==> config.mk <==
export PLATFORM = sky130hd
export DESIGN_NAME = nabp_mul
export DESIGN_NICKNAME = d
export VERILOG_FILES = /design/src/rtl/core/nearest_actor_box_pick_assert.svh /design/src/rtl/core/nabp_pkg.sv /design/src/rtl/core/nabp_mul.sv
export SDC_FILE = /design/constraint.sdc
export NUM_CORES = 2
export LEC_CHECK = 0
export ABC_AREA = 1
export BUFFER_PORTS_ARGS = -buffer_cell sky130_fd_sc_hd__buf_2
export CORE_AREA = 10 10 420 299
export CTS_CLUSTER_SIZE = 8
export DETAILED_ROUTE_END_ITERATION = 12
export DIE_AREA = 0 0 430 309
export HOLD_SLACK_MARGIN = 0.05
export PLACE_DENSITY_LB_ADDON = 0.08
export SYNTH_ARGS = -nofsm -noshare
export SYNTH_HDL_FRONTEND = slang
export SYNTH_SLANG_ARGS = --single-unit
==> constraint.sdc <==
create_clock -name clock -period 12.8 [get_ports clock]
set_clock_uncertainty 0.05 [all_clocks]
set_input_delay 0.64 -clock clock [delete_from_list [all_inputs] [get_ports clock]]
set_output_delay 0.64 -clock clock [all_outputs]
set_load 0.05 [all_outputs]
==> src/rtl/core/nearest_actor_box_pick_assert.svh <==
// assertion macros shared by the pick block
`ifndef NEAREST_ACTOR_BOX_PICK_ASSERT_SVH
`define NEAREST_ACTOR_BOX_PICK_ASSERT_SVH

// same-cycle implication
`define NABP_ASSERT_IMP(lbl, clk, rst, ante, cons, msg) \
   lbl: assert property (@(posedge clk) disable iff (rst) (ante) |-> (cons)) \
      else $error(msg);

// next-cycle implication
`define NABP_ASSERT_NXT(lbl, clk, rst, ante, cons, msg) \
   lbl: assert property (@(posedge clk) disable iff (rst) (ante) |=> (cons)) \
      else $error(msg);

`endif

==> src/rtl/core/nabp_pkg.sv <==
// types, constants and helper functions of the actor box pick block
package nabp_pkg;

   localparam int MAX_ITEMS = 1024;
   localparam int CNT_W     = $clog2(MAX_ITEMS + 1);
   localparam int IDX_W     = 10;
   localparam int FRAC_W    = 17;
   localparam int MUL_W     = 33;
   localparam int PROD_W    = 2 * MUL_W;
   localparam int NUM_W     = 50;
   localparam int DEN_W     = 33;
   localparam int T_W       = 19;
   localparam int QBITS     = 17;

   localparam logic [FRAC_W-1:0] FRAC_ONE      = 17'd65536;
   localparam logic [63:0]       SCALE_EPS_Q32 = 64'd4294;
   localparam logic signed [31:0] SCALE_UNIT   = 32'sd65536;

   // box factors in q16.16
   localparam logic signed [MUL_W-1:0] K_BOX_XZ  = 33'sd32768;
   localparam logic signed [MUL_W-1:0] K_BOX_H   = 33'sd65536;
   localparam logic signed [MUL_W-1:0] K_CAP_XZ  = 33'sd22938;
   localparam logic signed [MUL_W-1:0] K_TALL_H  = 33'sd117965;
   localparam logic signed [MUL_W-1:0] K_RECT_X  = 33'sd29491;
   localparam logic signed [MUL_W-1:0] K_RECT_Z  = 33'sd16384;

   typedef enum logic [1:0] {
      MESH_BOX     = 2'd0,
      MESH_CAPSULE = 2'd1,
      MESH_RECT    = 2'd2
   } mesh_kind_type;

   typedef enum logic [2:0] {
      CSR_START_X = 3'd0,
      CSR_START_Y = 3'd1,
      CSR_START_Z = 3'd2,
      CSR_END_X   = 3'd3,
      CSR_END_Y   = 3'd4,
      CSR_END_Z   = 3'd5
   } csr_index_type;

   typedef struct packed {
      logic                    start;
      logic signed [NUM_W-1:0] num;
      logic signed [DEN_W-1:0] den;
   } div_req_type;

   typedef struct packed {
      logic                  done;
      logic signed [T_W-1:0] quo;
   } div_rsp_type;

   // round to nearest, ties up, then drop 16 fraction bits
   function automatic logic signed [49:0] round_q16(input logic signed [PROD_W-1:0] p);
      logic signed [PROD_W-1:0] s;
      s = p + 66'sd32768;
      return s[PROD_W-1:16];
   endfunction

   // clamp to signed 32-bit
   function automatic logic signed [31:0] sat32(input logic signed [35:0] x);
      logic signed [31:0] r;
      if (x > 36'sd2147483647) begin
         r = 32'sh7fffffff;
      end else if (x < -36'sd2147483648) begin
         r = 32'sh80000000;
      end else begin
         r = x[31:0];
      end
      return r;
   endfunction

endpackage

==> src/rtl/core/nabp_mul.sv <==
// shared signed multiplier with registered product
module nabp_mul (
   input  logic                                   clock,
   input  logic signed [nabp_pkg::MUL_W-1:0]      a,
   input  logic signed [nabp_pkg::MUL_W-1:0]      b,
   output logic signed [nabp_pkg::PROD_W-1:0]     p
);
   import nabp_pkg::*;

   logic signed [PROD_W-1:0] p_ff;
   logic signed [PROD_W-1:0] p_in;

   // full product of the selected operands
   assign p_in = a * b;

   always_ff @(posedge clock) begin
      p_ff <= p_in;
   end

   assign p = p_ff;
endmodule

==> summary.txt <==
Final layout
  • Fill count: 12.3k
  • P&R area growth vs syn: 5.34%
  • Final instance count without filler cells: 7040
  • Fin nets: 6908
  • Fraction of layout cells with a size suffix above 1: 4.76%
  • Largest register FFs: 66
  • Design Area, Final: 45500 um2

Run status
  • Status: finished, final reports clean

Detailed routing
  • Vias per inst: 4.57
  • Final ANT Viol Nets: 0
  • WL per Instance: 20.4 um
  • DRC Markers: 0
  • Router iterations before antenna repair: 5
  • Number of DRC markers in iteration 0: 2382
  • Final WL: 144000 um
  • Via count: 32.2k

Floorplanning
  • Core area: 117000 um2
  • Die ar.: 133000 um2
  • I/O pins: 133
  • Die X: 430 um
  • # rows: 105
  • Die Ht: 309 um
  • Starting Density: 36.9%

Placement
  • Input/output buffers: 132
  • Gp weighted congestion: 0.899
  • DP Wirelength: 119000 um
  • Dpl cell area: 45200 um2
  • DP Cell Count: 7019

Setup path
  • Crit Path Class: input port to register
  • Critical Path Start Type: input port
  • Critical Path Sink Type: register
  • Delay-heaviest family, CP: adder cells
  • CP Depth: 21
  • Max incr delay on CP: 1.25 ns
  • CP Cell Sequence: buf_2 -> nand2_1 -> inv_1 -> fa_1 -> fa_1 -> fa_1 -> fa_1 -> fa_1 -> fa_1 -> fa_1 -> inv_1 -> fa_1 -> inv_1 -> ha_1 -> nand2_1 -> nor2_1 -> nand2_1 -> nor4_1 -> nand2_1 -> nand3_1 -> nand2_1
  • Critical path arrival: 8.41 ns
  • Slowest stage cell, crit path: fa_1
  • Critical path peak fanout: 33
  • Req. time, crit path: 13.00 ns
  • Most frequent CP cell: fa_1
  • Bufs and invs on worst path: 4

Logic synthesis
  • Syn Inst Count: 5549
  • Seq/Total Area, Yosys: 3.06%
  • Syn_nets: 6978
  • Average cell area after synthesis: 7.78 um2
  • Yosys warnings: 0
  • #FFs+latches synth: 66
  • Yosys cell types: 32
  • Cell Area, Synth: 43200 um2

CTS
  • Postcts setup bufs: 0
  • CTS tree: built
  • Num CTS Buffers: 9
  • Post_cts resized: 0
  • CTS H-tree lvls: 3
  • CTS sink count: 66
  • CTS Buffer Depth: 2
  • Reg clk slew, reported paths: 0.06 ns
  • Hold-fix buffers at CTS: 0
  • Clock Tree Root: clkbuf_16

Worst hold path
  • Worst hold path startpoint: a[0]
  • Hold path depth: 3
  • Worst Hold Path EP: p[0]
  • HP Class: input port to register

Global routing
  • Vias in the first global route: 35.3k
  • Global-route wire length before repair: 223000 um
  • Global route overflow: 0
  • Gr usage total: 22.1%
  • Pin count of the biggest net entering global routing: 35
  • Antenna violations before repair: 10

Timing
  • Worst-margin pin slew: 1.17 ns
  • Final Slew Violations: 0
  • Max-slew headroom: 22.0%
  • Final setup fails: 0
  • TNS Setup: 0 ns
  • Final Hold Vio Count: 0
  • Fin crit period: 8.21 ns
  • Fmax: 122 MHz
  • RSZ-0062 raised after global routing: false
  • Tcrit/Tclk final: 64.1%

Run
  • MaxCap Viol Count: 0
## worst max path at each step
stage / from / to
4_1_cts: a[32] / p[60]
2_1_floorplan: a[32] / p[60]
6_report: a[32] / p[63]
5_1_grt: a[32] / p[60]
3_5_place_dp: a[32] / p[60]
3_3_place_gp: a[32] / p[60]
## layout make-up
cell class / instances / area [um2] / share of cell area (%)
Clock buffer: 10 / 239 / 0.525
Inverter: 1902 / 7140 / 15.7
Tap cell: 1551 / 1940 / 4.27
Clock inverter: 6 / 66.3 / 0.146
Antenna cell: 5 / 12.5 / 0.0275
Multi-Input combinational cell: 3318 / 33700 / 74.2
Sequential cell: 66 / 1320 / 2.91
Timing Repair Buffer: 182 / 1040 / 2.28
## cell families after synthesis
| family | synth area share [%] |
|---|---|
| AO/OA/AOI/OAI | 1.34 |
| XOR/XNOR | 0.791 |
| adder cells (fa/ha/maj) | 59.4 |
| buffers and inverters | 18.8 |
| flip-flops | 3.06 |
| AND/OR/NAND/NOR | 16.6 |
## layer usage
metal	global-route usage, %	up-vias	share of wire (%)
li1	-	14800	-
met1	33.4	16300	50
met2	33.3	914	42
met3	4.02	101	6.9
met4	3.48	4	1.6
met5	0	-	0.013
## Yosys cell counts (all sizes together)
library cell	n	area share [%]
a21boi	1	0.017
a21o	3	0.052
a21oi	64	0.77
and2	3	0.043
buf	2	0.017
clkbuf	261	2.3
dfxtp	66	3.1
fa	1145	53
ha	217	6.3
inv	1902	17
nand2	1538	13
nand3	78	1.0
nand3b	4	0.070
nand4	19	0.28
nor2	151	1.5
nor3	8	0.093
nor4	5	0.072
o21a	1	0.017
o21ai	24	0.28
o21bai	12	0.21
or2	6	0.087
xnor2	4	0.081
xor2	35	0.71
## metrics by stage
step	setup WS, ns	hold WS, ns	util (%)
2_1_floorplan	5.35	0.854	-
3_3_place_gp	4.16	1.06	38.6
3_5_place_dp	4.15	1.06	38.6
4_1_cts	4.51	0.773	38.8
5_1_grt	3.97	0.813	38.9
6_report	4.59	0.778	38.9
## cell usage in the layout (no fill, tap or decap), types with 2 or more instances in the layout
master	synthesis	routed
inv_1	1896	1896
nand2_1	1523	1523
fa_1	1145	1145
ha_1	217	217
buf_2	0	132
nor2_1	125	125
nand3_1	70	70
dfxtp_1	66	66
a21oi_1	61	61
buf_4	0	50
xor2_1	35	35
nor2_2	22	22
nand4_1	19	19
o21ai_0	18	18
nand2_2	15	15
o21bai_1	12	12
clkbuf_16	0	9
nand3_2	8	8
nor3_1	8	8
o21ai_1	6	6
inv_2	6	6
diode_2	0	5
or2_2	5	5
nor4_1	5	5
xnor2_1	4	4
nor2_4	4	4
nand3b_1	4	4
a21oi_2	3	3
a21o_1	3	3
clkinv_4	0	3
and2_1	2	2
clkinv_2	0	2
Power is left out: the tool's default activity adds up to more than one toggle a clock period on the data nets, which glitch-free logic cannot reach.
