`src/rtl/core/nearest_actor_box_pick_assert.svh`:
```
// assertion macros shared by the pick block
`ifndef NEAREST_ACTOR_BOX_PICK_ASSERT_SVH
`define NEAREST_ACTOR_BOX_PICK_ASSERT_SVH

// same-cycle implication
`define NABP_ASSERT_IMP(lbl, clk, rst, ante, cons, msg) \
   lbl: assert property (@(posedge clk) disable iff (rst) (ante) |-> (cons)) \
      else $error(msg);

// next-cycle implication
`define NABP_ASSERT_NXT(lbl, clk, rst, ante, cons, msg) \
   lbl: assert property (@(posedge clk) disable iff (rst) (ante) |=> (cons)) \
      else $error(msg);

`endif

```
`src/rtl/core/nabp_pkg.sv`:
```
// types, constants and helper functions of the actor box pick block
package nabp_pkg;

   localparam int MAX_ITEMS = 1024;
   localparam int CNT_W     = $clog2(MAX_ITEMS + 1);
   localparam int IDX_W     = 10;
   localparam int FRAC_W    = 17;
   localparam int MUL_W     = 33;
   localparam int PROD_W    = 2 * MUL_W;
   localparam int NUM_W     = 50;
   localparam int DEN_W     = 33;
   localparam int T_W       = 19;
   localparam int QBITS     = 17;

   localparam logic [FRAC_W-1:0] FRAC_ONE      = 17'd65536;
   localparam logic [63:0]       SCALE_EPS_Q32 = 64'd4294;
   localparam logic signed [31:0] SCALE_UNIT   = 32'sd65536;

   // box factors in q16.16
   localparam logic signed [MUL_W-1:0] K_BOX_XZ  = 33'sd32768;
   localparam logic signed [MUL_W-1:0] K_BOX_H   = 33'sd65536;
   localparam logic signed [MUL_W-1:0] K_CAP_XZ  = 33'sd22938;
   localparam logic signed [MUL_W-1:0] K_TALL_H  = 33'sd117965;
   localparam logic signed [MUL_W-1:0] K_RECT_X  = 33'sd29491;
   localparam logic signed [MUL_W-1:0] K_RECT_Z  = 33'sd16384;

   typedef enum logic [1:0] {
      MESH_BOX     = 2'd0,
      MESH_CAPSULE = 2'd1,
      MESH_RECT    = 2'd2
   } mesh_kind_type;

   typedef enum logic [2:0] {
      CSR_START_X = 3'd0,
      CSR_START_Y = 3'd1,
      CSR_START_Z = 3'd2,
      CSR_END_X   = 3'd3,
      CSR_END_Y   = 3'd4,
      CSR_END_Z   = 3'd5
   } csr_index_type;

   typedef struct packed {
      logic                    start;
      logic signed [NUM_W-1:0] num;
      logic signed [DEN_W-1:0] den;
   } div_req_type;

   typedef struct packed {
      logic                  done;
      logic signed [T_W-1:0] quo;
   } div_rsp_type;

   // round to nearest, ties up, then drop 16 fraction bits
   function automatic logic signed [49:0] round_q16(input logic signed [PROD_W-1:0] p);
      logic signed [PROD_W-1:0] s;
      s = p + 66'sd32768;
      return s[PROD_W-1:16];
   endfunction

   // clamp to signed 32-bit
   function automatic logic signed [31:0] sat32(input logic signed [35:0] x);
      logic signed [31:0] r;
      if (x > 36'sd2147483647) begin
         r = 32'sh7fffffff;
      end else if (x < -36'sd2147483648) begin
         r = 32'sh80000000;
      end else begin
         r = x[31:0];
      end
      return r;
   endfunction

endpackage

```
`src/rtl/core/nabp_div.sv`:
```
// iterative floor divider, quotient clamped near the unit interval
module nabp_div (
   input  logic                   clock,
   input  logic                   reset,
   input  nabp_pkg::div_req_type  req,
   output nabp_pkg::div_rsp_type  rsp
);
   import nabp_pkg::*;

   typedef enum logic [1:0] {
      D_IDLE,
      D_RUN,
      D_DONE
   } dstate_type;

   dstate_type        state_ff;
   logic [4:0]        cnt_ff;
   logic [NUM_W-1:0]  rem_ff;
   logic [NUM_W-1:0]  dsh_ff;
   logic [QBITS:0]    q_ff;
   logic              same_ff;

   logic [NUM_W-1:0]  un_in;
   logic [DEN_W-1:0]  ud_in;
   logic [NUM_W-1:0]  ud_top;
   logic              big_in;
   logic              can_start;
   logic              fits;
   logic [NUM_W-1:0]  rem_sub;
   logic signed [T_W-1:0] qs;

   // magnitudes of the operands
   assign un_in  = req.num[NUM_W-1] ? NUM_W'(-req.num) : NUM_W'(req.num);
   assign ud_in  = req.den[DEN_W-1] ? DEN_W'(-req.den) : DEN_W'(req.den);
   assign ud_top = NUM_W'({ud_in, 17'b0});
   assign big_in = (un_in >= ud_top);
   assign can_start = req.start && (state_ff != D_RUN);

   // one restoring step
   assign fits    = (rem_ff >= dsh_ff);
   assign rem_sub = rem_ff - dsh_ff;

   always_ff @(posedge clock) begin
      if (reset) begin
         state_ff <= D_IDLE;
         cnt_ff   <= '0;
      end else begin
         case (state_ff)
            D_IDLE, D_DONE: begin
               if (can_start) begin
                  same_ff <= (req.num[NUM_W-1] == req.den[DEN_W-1]);
                  rem_ff  <= un_in;
                  dsh_ff  <= NUM_W'({ud_in, 16'b0});
                  cnt_ff  <= 5'(QBITS - 1);
                  if (big_in) begin
                     q_ff     <= 18'd131072;
                     state_ff <= D_DONE;
                  end else begin
                     q_ff     <= '0;
                     state_ff <= D_RUN;
                  end
               end else begin
                  state_ff <= D_IDLE;
               end
            end
            D_RUN: begin
               q_ff   <= {q_ff[QBITS-1:0], fits};
               rem_ff <= fits ? rem_sub : rem_ff;
               dsh_ff <= dsh_ff >> 1;
               cnt_ff <= cnt_ff - 5'd1;
               if (cnt_ff == '0) begin
                  state_ff <= D_DONE;
               end
            end
            default: state_ff <= D_IDLE;
         endcase
      end
   end

   // floor correction for opposite signs
   assign qs = T_W'(q_ff);
   assign rsp.done = (state_ff == D_DONE);
   assign rsp.quo  = same_ff ? qs : (-qs - T_W'(rem_ff != '0));
endmodule

```
`config.mk`:
```
export PLATFORM = sky130hd
export DESIGN_NAME = nabp_div
export DESIGN_NICKNAME = d
export VERILOG_FILES = /design/src/rtl/core/nearest_actor_box_pick_assert.svh /design/src/rtl/core/nabp_pkg.sv /design/src/rtl/core/nabp_div.sv
export SDC_FILE = /design/constraint.sdc
export NUM_CORES = 1
export LEC_CHECK = 0
export BUFFER_PORTS_ARGS = -buffer_cell sky130_fd_sc_hd__buf_2
export CORE_AREA = 2 2 147 149
export CTS_CLUSTER_DIAMETER = 120
export DETAILED_ROUTE_END_ITERATION = 10
export DIE_AREA = 0 0 149 151
export GPL_TIMING_DRIVEN = 0
export PLACE_DENSITY_LB_ADDON = 0.25
export REMOVE_ABC_BUFFERS = 1
export SLEW_MARGIN = 20
export SYNTH_ARGS = -nofsm -noshare
export SYNTH_HDL_FRONTEND = slang
export SYNTH_SLANG_ARGS = --single-unit
```
`constraint.sdc`:
```
create_clock -name clock -period 9.5 [get_ports clock]
set_clock_uncertainty 0.1 [all_clocks]
set_input_delay 1.425 -clock clock [delete_from_list [all_inputs] [get_ports clock]]
set_output_delay 1.425 -clock clock [all_outputs]
set_load 0.03 [all_outputs]
```
==> flow_summary.ini <==
[synth]
synth_top_area_share = 0.308
yosys_warnings = 0
ys_seq_area_frac = 0.320
synthMostInstantiatedCell = nor2_1
synth_edf_count = 118
yosys.area.top_type = edfxtp_1
netlist_instances = 1386
ys_types = 63
ys.flop_type = edfxtp_1
async_reset_ff_frac = 0
synthTopCellsByArea = edfxtp_1 (31%), ha_1 (12%), a21oi_1 (6.5%), nor2_1 (5.6%), xnor2_1 (5.5%)
synth-seq-cells = 125
synth_area_per_cell_sq_um = 8.31
synthesis.area_sq_um = 11500
yosys-top-cells-count = nor2_1 (173), a21oi_1 (150), edfxtp_1 (118)

[route]
post_drt_wl_per_cell_microns = 17.4
drt_drc_violations_left = 0
finalWirelength_microns = 30500
drtPass1Iterations = 5
postRouteAntennaNets = 0
vias_per_cell = 6.04
dr.first_iter.drc_count = 681
num_vias = 10600

[cells_and_area]
nets = 1658
fin_area_sq_um = 13000
area_delta_synth_final_pct = 12.6
drive_gt1_frac = 0.116

[setup_path]
worstPathArrival_ps = 6830
crit_type = input port to flip-flop
cpMaxStageDelayCell = or4_1
critPathMaxStageDelay_ps = 640
worstPathMaxFanout = 7
crit_path_cell_trace = buf_2 -> or4_4 -> or3_4 -> nor4b_1 -> nand2_1 -> or3_1 -> or2_2 -> o31ai_1 -> xnor2_1 -> ha_1 -> nand3_1 -> nor2_1 -> nand2_1 -> or4_1 -> nor3_1 -> nand4_1 -> o31a_1 -> a2111oi_0
end_kind = flip-flop
crit_path_start_kind = input port
path_delay_family = simple AND/OR/NAND/NOR gates
r2r_cells = 14
cp_data_required_time_ps = 9710
reg2reg_slack_ps = 4880
cp_num_buf_inv = 1
startpoint = req[41]
cp.depth = 18
worstReg2RegStart = rem_ff[0]$_DFFE_PP_
critPathMostFrequentCell = nand2_1

[cts]
clock_latency_ps = 430
cts_root_buf = clkbuf_16
tritoncts = done
ctsHtreeMaxLevel = 4
holdBufCountCts = 0
cts_buffers = 17
postCtsResizedCells = 0
postCtsSetupRepairBufs = 0
clk_path_buf_depth = 2
clock-sinks = 125
clkTransAtPathRegs_ps = 60

[placement]
place_congestion = 0.913
dp_hpwl_microns = 23600
place_area_sq_um = 12400
post-place-ws_ps = 2480
numPortBuffers = 105

[die]
core_sq_um = 20800
ioPinCount = 106
core.rowCount = 53
die_area_sq_um = 22500
fp.dieW_microns = 149
start_util = 0.553
die_h_microns = 151

[global_route]
antenna_found_initial = 0
grt-ovfl-total = 0
grtUsageTotal = 0.275
grt_first_pass_wirelength_microns = 49000
first_global_vias = 9848
grt_max_degree = 66

[min_path]
min_from = cnt_ff[4]$_SDFFE_PP0P_
holdPathStages = 1
min_path_type = flip-flop to flip-flop

[pwr]
irDropWorstVdd_mv = 0.130
p_per_area_nw_per_um2 = 177
power.leakage_nw = 5.34

[sta]
max_freq_ghz = 0.151
hold_viol_final = 0
period_needed_ps = 6620
drv_slew = 0
final.period_utilization = 0.697
setup_viol = 0
final.setup.worst_slack_ps = 2880
slew_headroom = 0.277
fin_setup_tns_ps = 0
whs_ps = 387
rsz0062_at_grt = false
worst_pin_slew_ps = 1080

[job]
max_cap_violations = 0

[status]
outcome = finished clean
cell usage in the layout, fill, tap and decap left out, types with 4 or more instances in the layout:
master and count:
or2_2 7, xnor2_1 72, o211ai_1 7, o41ai_1 12
nor3_1 24, nand2b_1 15, o21a_1 12, nor2b_1 18
a21oi_1 150, clkbuf_16 18, o31a_1 5, nor4_1 20
buf_2 105, or4_4 5, o21bai_1 10, or3_1 15
a31o_2 4, edfxtp_1 118, a21o_1 40, or4_1 12
ha_1 106, o31ai_1 23, a211oi_1 10, nand4_1 26
nor2_1 172, nand2_1 104, mux2_2 5, inv_1 91
dfxtp_1 7, nand3_1 20, and2_1 8, and4_1 4
buf_16 5, clkinv_2 6, a31oi_1 9, xor2_1 62
o21ai_0 99
report_power, final:
group	switching [mW]	internal [mW]
clock network	0.253	0.361
registers	0.0412	0.698
logic	0.575	0.364
total	0.870	1.42
final timing paths:
path                         endpoint
max          state_ff[1]$_SDFFE_PP0P_
min            cnt_ff[4]$_SDFFE_PP0P_
max reg2reg      rem_ff[30]$_DFFE_PP_
min reg2reg    cnt_ff[4]$_SDFFE_PP0P_
cells by family (layout without fill, tap and decap cells):
kind of cell,Yosys count,after routing,share of synthesized area
AND/OR/NAND/NOR,465,465,0.194
other,0,1,0
AO/OA/AOI/OAI,404,404,0.214
flip-flops,125,125,0.320
buffers and inverters,144,236,0.0470
adder cells (fa/ha/maj),107,107,0.117
XOR/XNOR,134,134,0.102
multiplexers,7,7,0.00663
through the flow:
step                      total power [mW]  utilization  cells
after floorplan                       1.42            -   1333
after global placement                1.65        0.585   1713
after detailed placement              1.67        0.596   1721
after CTS                             2.29        0.623   1753
after global routing                  2.43        0.623   1753
final                                 2.29        0.623   1754
final cells by class:
class                      instances  area, sq um
antenna                            1         2.50
timing repair buffer             113          723
clock inverter                    10         62.6
sequential                       125         3680
clock buffer                      22          485
fill                            1878         7860
inverter                          91          342
tap                              275          344
multi-input combinational       1117         7320
layer usage:
metal  share of wire  wire length (microns)  up-vias  GRT usage
li1                -                      -     5202          -
met1            0.45                  13800     4990      0.368
met2            0.46                  14100      359      0.454
met4           0.019                    570        0     0.0848
met5               0                      0        -          0
met3           0.066                   2010       47     0.0521
state kept, by name (all words and copies together), names as in the netlist:
register  count
same_ff       1
q_ff         18
rem_ff       50
state_ff      2
dsh_ff       49
cnt_ff        5
Note: power is estimated with default switching activity, not from simulation.
